$ cat src/hdl/sfbd_pkg.sv
// shared types and constants of the spectral flux beat detector
`timescale 1ns / 1ps
package sfbd_pkg;

    localparam int SAMPLE_BITS = 16;
    localparam int THR_W       = 20;
    localparam int BCNT_W      = 10;
    localparam int MULT_W      = 8;
    localparam int CFG_INDEX_W = 8;
    localparam int CFG_DATA_W  = 10;

    localparam logic [CFG_INDEX_W-1:0] CFG_BUCKET_COUNT = 8'd0;
    localparam logic [CFG_INDEX_W-1:0] CFG_DEFAULT_MULT = 8'd1;

    localparam logic [BCNT_W-1:0] BUCKET_COUNT_RST = 10'd64;
    localparam logic [MULT_W-1:0] DEFAULT_MULT_RST = 8'd24;

    typedef enum logic [3:0] {
        S_IDLE,
        S_ACC,
        S_FLUX_GO,
        S_FLUX_WAIT,
        S_WALK,
        S_MEAN_GO,
        S_MEAN_WAIT,
        S_BEAT_GO,
        S_BEAT_WAIT,
        S_NORM_GO,
        S_NORM_WAIT,
        S_THRESH,
        S_FINISH
    } state_t;

    typedef enum logic [1:0] {
        DIV_FLUX,
        DIV_MEAN,
        DIV_BEAT,
        DIV_NORM
    } div_op_t;

    typedef struct packed {
        logic    capture;
        logic    accumulate;
        logic    div_start;
        div_op_t div_op;
        logic    walk_clear;
        logic    walk;
        logic    thresh;
        logic    finish;
    } cmd_t;

    typedef struct packed {
        logic frame_result;
        logic div_done;
        logic walk_done;
        logic out_free;
    } status_t;

endpackage

$ cat src/hdl/sfbd_ctrl.sv
// frame and frame end sequencer
`timescale 1ns / 1ps
module sfbd_ctrl (
    input  logic             clk,
    input  logic             rst_n,
    input  logic             in_valid,
    output logic             in_ready,
    input  sfbd_pkg::status_t status,
    output sfbd_pkg::cmd_t    cmd
);
    import sfbd_pkg::*;

    state_t state_reg, state_next;

    always_ff @(posedge clk or negedge rst_n)
    begin
        if (!rst_n)
        begin
            state_reg <= S_IDLE;
        end
        else
        begin
            state_reg <= state_next;
        end
    end

    always_comb
    begin
        state_next = state_reg;
        unique case (state_reg)
            S_IDLE:
            begin
                if (in_valid)
                begin
                    state_next = S_ACC;
                end
            end
            S_ACC:
            begin
                if (status.frame_result)
                begin
                    state_next = S_FLUX_GO;
                end
                else
                begin
                    state_next = S_IDLE;
                end
            end
            S_FLUX_GO:   state_next = S_FLUX_WAIT;
            S_FLUX_WAIT: if (status.div_done) state_next = S_WALK;
            S_WALK:      if (status.walk_done) state_next = S_MEAN_GO;
            S_MEAN_GO:   state_next = S_MEAN_WAIT;
            S_MEAN_WAIT: if (status.div_done) state_next = S_BEAT_GO;
            S_BEAT_GO:   state_next = S_BEAT_WAIT;
            S_BEAT_WAIT: if (status.div_done) state_next = S_NORM_GO;
            S_NORM_GO:   state_next = S_NORM_WAIT;
            S_NORM_WAIT: if (status.div_done) state_next = S_THRESH;
            S_THRESH:    state_next = S_FINISH;
            S_FINISH:    if (status.out_free) state_next = S_IDLE;
            default:     state_next = S_IDLE;
        endcase
    end

    always_comb
    begin
        cmd      = '0;
        in_ready = 1'b0;
        unique case (state_reg)
            S_IDLE:
            begin
                in_ready    = 1'b1;
                cmd.capture = in_valid;
            end
            S_ACC:
            begin
                cmd.accumulate = 1'b1;
            end
            S_FLUX_GO:
            begin
                cmd.div_start  = 1'b1;
                cmd.div_op     = DIV_FLUX;
                cmd.walk_clear = 1'b1;
            end
            S_FLUX_WAIT: cmd.div_op = DIV_FLUX;
            S_WALK:      cmd.walk = 1'b1;
            S_MEAN_GO:
            begin
                cmd.div_start = 1'b1;
                cmd.div_op    = DIV_MEAN;
            end
            S_MEAN_WAIT: cmd.div_op = DIV_MEAN;
            S_BEAT_GO:
            begin
                cmd.div_start = 1'b1;
                cmd.div_op    = DIV_BEAT;
            end
            S_BEAT_WAIT: cmd.div_op = DIV_BEAT;
            S_NORM_GO:
            begin
                cmd.div_start = 1'b1;
                cmd.div_op    = DIV_NORM;
            end
            S_NORM_WAIT: cmd.div_op = DIV_NORM;
            S_THRESH:    cmd.thresh = 1'b1;
            S_FINISH:    cmd.finish = status.out_free;
            default:     cmd = '0;
        endcase
    end
endmodule

$ cat config.mk
export PLATFORM = sky130hd
export DESIGN_NAME = sfbd_ctrl
export DESIGN_NICKNAME = d
export VERILOG_FILES = /design/src/hdl/sfbd_pkg.sv /design/src/hdl/sfbd_ctrl.sv
export SDC_FILE = /design/constraint.sdc
export NUM_CORES = 1
export LEC_CHECK = 0
export BUFFER_PORTS_ARGS = -buffer_cell sky130_fd_sc_hd__buf_4
export CAP_MARGIN = 20
export CORE_AREA = 2 2 39 41
export DETAILED_ROUTE_END_ITERATION = 8
export DIE_AREA = 0 0 41 43
export SETUP_SLACK_MARGIN = 0.2
export SLEW_MARGIN = 0
export SYNTH_ARGS = -nofsm -noshare
export SYNTH_HDL_FRONTEND = slang
export SYNTH_SLANG_ARGS = --single-unit
$ cat constraint.sdc
create_clock -name clk -period 1.25 [get_ports clk]
set_clock_uncertainty 0.15 [all_clocks]
set_input_delay 0.0625 -clock clk [delete_from_list [all_inputs] [get_ports clk]]
set_output_delay 0.0625 -clock clk [all_outputs]
set_load 0.01 [all_outputs]
==> flow_metrics.py, run 1 <==
metrics = {
    "timing": {
        "relSlewSlack_pct": 83.64,
        "finalSetupViolations": 13,
        "tightest_slew_ps": 242.0,
        "drv_slew": 0,
        "fin_crit_sh_pct": 125.9,
        "fmaxAchievable_mhz": 635.2,
        "hold_violations": 3,
        "rsz0062_at_grt": "yes",
        "whs_ps": -22.62,
        "post-route-min-period_ps": 1574,
        "setup_slack_ps": -324.3,
    },
    "clocking": {
        "postCtsHoldBufs": 3,
        "cts-root-buf": "clkbuf_4",
        "cts_tree": "yes",
        "numCtsBuffers": 3,
        "clk_latency_ps": 240,
        "cts.clk_slew.worst_paths_ps": 40,
        "cts_max_path_buffers": 2,
        "htree_levels": 1,
        "cts_num_sinks": 4,
    },
    "setup_path": {
        "cp-start-kind": "flip-flop",
        "reg2reg_slack_ps": -270,
        "ff2ff_path_depth": 4,
        "rr_startpoint": "state_reg[2]$_DFFE_PN0P_",
        "path_class": "reg2out",
        "worstPathArrival_ps": 1360,
        "required_ps": 1040,
        "r2r-end": "state_reg[0]$_DFFE_PN0P_",
        "path_max_fanout": 6,
        "cp-end-kind": "primary output",
    },
    "die": {
        "die_w_um": 41,
        "initial_core_util_pct": 28.21,
        "chipHeight_um": 43,
        "pin_count": 17,
        "rows": 14,
        "core_um2": 1384,
        "dieArea_um2": 1763,
    },
    "yosys": {
        "yosysWarnings": 0,
        "ys_seq_area_share_pct": 25.64,
        "synth-edff-count": 0,
        "yosysUniqueCellTypes": 31,
        "synth-main-ff-cell": "dfrtp_1",
        "ys_seq_elements": 4,
        "synth_top_cell_by_area": "dfrtp_1",
        "async_flop_share_pct": 100.0,
        "syn-instance-count": 45,
        "syn_area_per_cell_um2": 8.675,
        "synth_nets": 52,
        "synth_top_area_share_pct": 25.64,
        "netlist_top_cells_area": "dfrtp_1, mux2i_1, nand2_1",
        "netlist_area_um2": 390.4,
        "synthTopCellsByCount": "dfrtp_1, nand2_1, nor2_1",
    },
    "final_layout": {
        "largest_reg_flops": 4,
        "drive_gt1_share_pct": 63.75,
        "design_area_um2": 728.2,
        "nNetsFinal": 89,
        "diodes": 0,
        "final_util_pct": 52.62,
        "areaGrowthSynthToFinish_pct": 86.54,
        "fin_cells": 96,
    },
    "grt": {
        "grt-ovfl-total": 0,
        "grt.total_usage_pct": 15.28,
        "grt_pass1_vias": 405,
        "grt_pass1_wl_um": 1787,
        "antenna_found_initial": 0,
        "grt_max_degree": 10,
    },
    "placement": {
        "portBuffers": 16,
        "placedInstanceArea_um2": 621.8,
        "dpl.cell_count": 85,
        "hpwl_um": 822.1,
        "gp_congestion": 0.8031,
    },
    "power": {
        "ir_drop_mv": 1.189,
        "leakagePower_nw": 0.3372,
        "p_per_area_nw_per_um2": 2504,
        "power_mw": 1.823,
    },
    "min_path": {
        "hold_path_end": "state_reg[3]$_DFFE_PN0P_",
        "hold_depth": 4,
        "worstHoldStart": "status[0]",
        "hold_class": "in2reg",
    },
    "route": {
        "final_antenna_net_count": 0,
        "first_iter_violations": 3,
        "routed_wl_um": 1157,
        "drc": 0,
        "vias": 471,
        "drt-vias-per-instance": 4.906,
        "drt_pass1_iterations": 4,
        "avgRoutedWirePerCell_um": 12.05,
    },
    "job": {
        "cap_violations": 0,
    },
    "status": {
        "violations": "hold timing, setup timing",
        "status": "finished with violations",
    },
}
[cells in the final DEF, fill, tap and decap left out, drive strengths merged, types with 2 or more instances in the layout]
master,instances
buf,33
nand2,4
dfrtp,4
clkbuf,3
dlygate4sd3,3
nor2,3
nor3b,3
nor3,3
nand2b,2
o21ai,2
a21oi,2
mux2i,2
o31ai,2
[routing by layer]
layer | up-vias | part of all wire (%) | GRT usage, %
met3 | 2 | 6.7 | 7.853
met2 | 16 | 47 | 22.81
met4 | 0 | 0.35 | 4.000
li1 | 238 | - | -
met1 | 215 | 46 | 18.71
met5 | - | 0 | 0
[cell type report]
class	count	area (um2)
clock buffer	3	22.52
fill	132	655.6
multi-input combinational	37	296.5
sequential	4	103.9
tap	16	20.02
timing repair buffer	36	285.3
[critical path, cell delays in order (launching register included)]
cell and delay [ps]:
dfrtp_2 440, nand2b_1 230, buf_4 180, mux2i_2 130
buf_4 140
[worst max-delay path by stage]
stage / from / end / slack [ps] / cells after the start
after detailed placement: state_reg[2]$_DFFE_PN0P_ / state_reg[0]$_DFFE_PN0P_ / -200 / 3
after global routing: state_reg[3]$_DFFE_PN0P_ / cmd[6] / -400 / 4
after global placement: state_reg[2]$_DFFE_PN0P_ / state_reg[0]$_DFFE_PN0P_ / -190 / 3
after CTS: state_reg[2]$_DFFE_PN0P_ / cmd[6] / -330 / 4
after floorplan: state_reg[3]$_DFFE_PN0P_ / cmd[6] / -140 / 4
final: state_reg[3]$_DFFE_PN0P_ / cmd[5] / -320 / 4
[per-stage QoR]
| stage | setup WS, ps | setup TNS [ps] |
|---|---|---|
| 2_1_floorplan | -140.7 | -571.5 |
| 3_3_place_gp | -185.3 | -1185 |
| 3_5_place_dp | -197.0 | -1433 |
| 4_1_cts | -328.6 | -3413 |
| 5_1_grt | -396.0 | -4144 |
| 6_report | -324.3 | -3398 |
[where the power goes]
| group | switching (mW) | leakage (nW) | internal, mW |
|---|---|---|---|
| registers | 0.110 | 0.0456 | 0.199 |
| logic | 0.575 | 0.278 | 0.769 |
| clock network | 0.0612 | 0.0138 | 0.108 |
| total | 0.747 | 0.337 | 1.08 |
[what timing repair did]
item / in CTS / in global routing
resized for setup: 5 / 2
hold endpoints to repair: 7 / 2
gates cloned: 0 / 0
setup endpoints to repair: 14 / 14
pin swaps: 1 / 0
buffers inserted: 4 / 1
[kinds of logic (layout without fill, tap and decap cells)]
group,after synthesis,after routing,synth area share (%)
buffers and inverters,4,39,7.372
muxes,2,2,5.128
AOI/OAI and AO/OA,11,11,21.15
xor gates and xnor gates,1,1,2.244
and+or+nand+nor,23,23,38.46
DFF,4,4,25.64
(Power assumes the default switching activity.)
==> run 2, diff against run 1 <==
==> constraint.sdc (replaced) <==
create_clock -name clk -period 1.59 [get_ports clk]
set_clock_uncertainty 0.15 [all_clocks]
set_input_delay 0.0795 -clock clk [delete_from_list [all_inputs] [get_ports clk]]
set_output_delay 0.0795 -clock clk [all_outputs]
set_load 0.01 [all_outputs]
==> run 2 against run 1 <==
  * The run ends with setup timing left
  * Cell count fell by 6.3%
  * Register-to-register slack improved by 360 ps
  * Die area unchanged
  * Total power fell by 12%
  * Sequential power fell by 20%
  * First-iteration DRC count is the same
  * Worst hold slack improved by 43 ps
  * Core utilization is 2.3 points higher
  * Final area up 4.3%
  * Via count shrank 2.3%
  * Routed wire length increased by 4.9%
==> flow_metrics.py, run 2 (synthesized netlist as in run 1, its figures left out) <==
metrics = {
    "clocking": {
        "htree_levels": 1,
        "cts_num_sinks": 4,
        "cts-root-buf": "clkbuf_4",
        "clk_latency_ps": 240,
        "cts_max_path_buffers": 2,
        "numCtsBuffers": 3,
        "cts_tree": "yes",
        "cts.clk_slew.worst_paths_ps": 40,
    },
    "min_path": {
        "hold_class": "in2async",
    },
    "placement": {
        "portBuffers": 16,
        "hpwl_um": 731.9,
        "gp_congestion": 0.7397,
    },
    "route": {
        "final_antenna_net_count": 0,
        "avgRoutedWirePerCell_um": 13.49,
        "first_iter_violations": 3,
        "vias": 460,
        "drc": 0,
        "drt_pass1_iterations": 2,
        "drt-vias-per-instance": 5.111,
        "routed_wl_um": 1214,
    },
    "setup_path": {
        "path_class": "reg2out",
        "worstPathArrival_ps": 1370,
        "crit_start": "state_reg[2]$_DFFE_PN0P_",
        "required_ps": 1360,
        "cp_slowest_stage_delay_ps": 430,
        "rr_startpoint": "state_reg[2]$_DFFE_PN0P_",
        "cp-end-kind": "primary output",
        "cp-start-kind": "flip-flop",
        "slowest_stage": "dfrtp_2",
        "reg2reg_slack_ps": 90,
        "cp_top_family": "simple AND/OR/NAND/NOR gates",
        "critPathBufInv": 1,
        "critical_path.cell_chain": "or2_4 -> nor3b_4 -> a21o_1 -> buf_4",
        "path_max_fanout": 5,
    },
    "die": {
        "dieArea_um2": 1763,
        "initial_core_util_pct": 28.21,
        "chipHeight_um": 43,
        "die_w_um": 41,
        "rows": 14,
        "core_um2": 1384,
        "pin_count": 17,
    },
    "final_layout": {
        "layout_common_cells": "buf_4, buf_6, dfrtp_2, nand2_1, clkbuf_4",
        "diodes": 0,
        "drive_gt1_share_pct": 66.22,
        "largest_reg_flops": 4,
        "areaGrowthSynthToFinish_pct": 94.55,
        "fillCellCount": 127,
        "nNetsFinal": 83,
        "final_common_cell": "buf_4",
    },
    "grt": {
        "grt_max_degree": 10,
        "grt_pass1_wl_um": 1814,
        "grt.total_usage_pct": 14.90,
        "antenna_found_initial": 0,
        "grt-ovfl-total": 0,
        "grt_pass1_vias": 399,
    },
    "power": {
        "power_mw": 1.596,
        "leakagePower_nw": 0.3397,
        "p_per_area_nw_per_um2": 2101,
        "ir_drop_mv": 0.7848,
    },
    "timing": {
        "finalSetupTns_ps": -15.97,
        "rsz0062_at_grt": "yes",
        "setup_slack_ps": -10.68,
        "tightest_slew_ps": 275.6,
        "hold_violations": 0,
        "post-route-min-period_ps": 1601,
        "relSlewSlack_pct": 81.37,
        "fmaxAchievable_mhz": 624.7,
        "finalSetupViolations": 2,
        "fin_crit_sh_pct": 100.7,
        "drv_slew": 0,
    },
    "status": {
        "violations": "setup timing",
        "status": "finished with violations",
    },
    "job": {
        "cap_violations": 0,
    },
}
## run 2: cell count changes in the layout (fill, tap and decap cells not counted), sizes merged
cell / before / now
buf: 33 / 29
dlygate4sd3: 3 / 1
## run 2: final cells by class
cell class                 instances  area (um2)  share of cell area (%)
multi-input combinational         37       339.1                   44.65
timing repair buffer              30       272.8                   35.91
sequential                         4       105.1                   13.84
clock buffer                       3       22.52                   2.965
tap                               16       20.02                   2.636
## run 2: metal layers
metal	vias to the layer above	global-route usage, %	wire [um]
li1	225	-	-
met1	221	20.45	483
met2	12	20.94	670
met3	2	3.141	40
met4	0	8.000	19
met5	-	0	0
## run 2: final timing paths
path                                                 end  depth (start not counted)
worst min-delay path            state_reg[2]$_DFFE_PN0P_                          2
worst min register to register  state_reg[3]$_DFFE_PN0P_                          2
worst max-delay path                              cmd[6]                          4
worst max register to register  state_reg[0]$_DFFE_PN0P_                          4
min in group clk                state_reg[0]$_DFFE_PN0P_                          4
max in group asynchronous       state_reg[1]$_DFFE_PN0P_                          2
## run 2: what timing repair did
action	4_1_cts	5_1_grt
cloned	0	0
gates resized for setup	9	21
setup buffers	3	6
endpoints found under the setup margin	13	13
endpoints found under the hold margin	4	0
pin swaps	1	7
hold buffers	1	0
## run 2: report_power, final
group	leakage (nW)	internal [mW]	switching, mW
Sequential	0.0445	0.159	0.0885
Combinational	0.281	0.684	0.531
Clock	0.0138	0.0848	0.0475
Total	0.340	0.928	0.667
## run 2: through the flow
| stage | cells | worst slack (ps) | hold slack, ps | utilization (%) | cell area [um2] |
|---|---|---|---|---|---|
| 5_1_grt | 90 | -78.12 | 32.65 | 54.88 | 759.5 |
| 6_report | 90 | -10.68 | 20.05 | 54.88 | 759.5 |
| 3_3_place_gp | 77 | 128.0 | -273.1 | 39.33 | 544.3 |
| 4_1_cts | 84 | -4.472 | 8.504 | 45.12 | 624.3 |
| 3_5_place_dp | 77 | 127.3 | -273.2 | 39.33 | 544.3 |
| 2_1_floorplan | 45 | 179.9 | -366.1 | - | 402.9 |
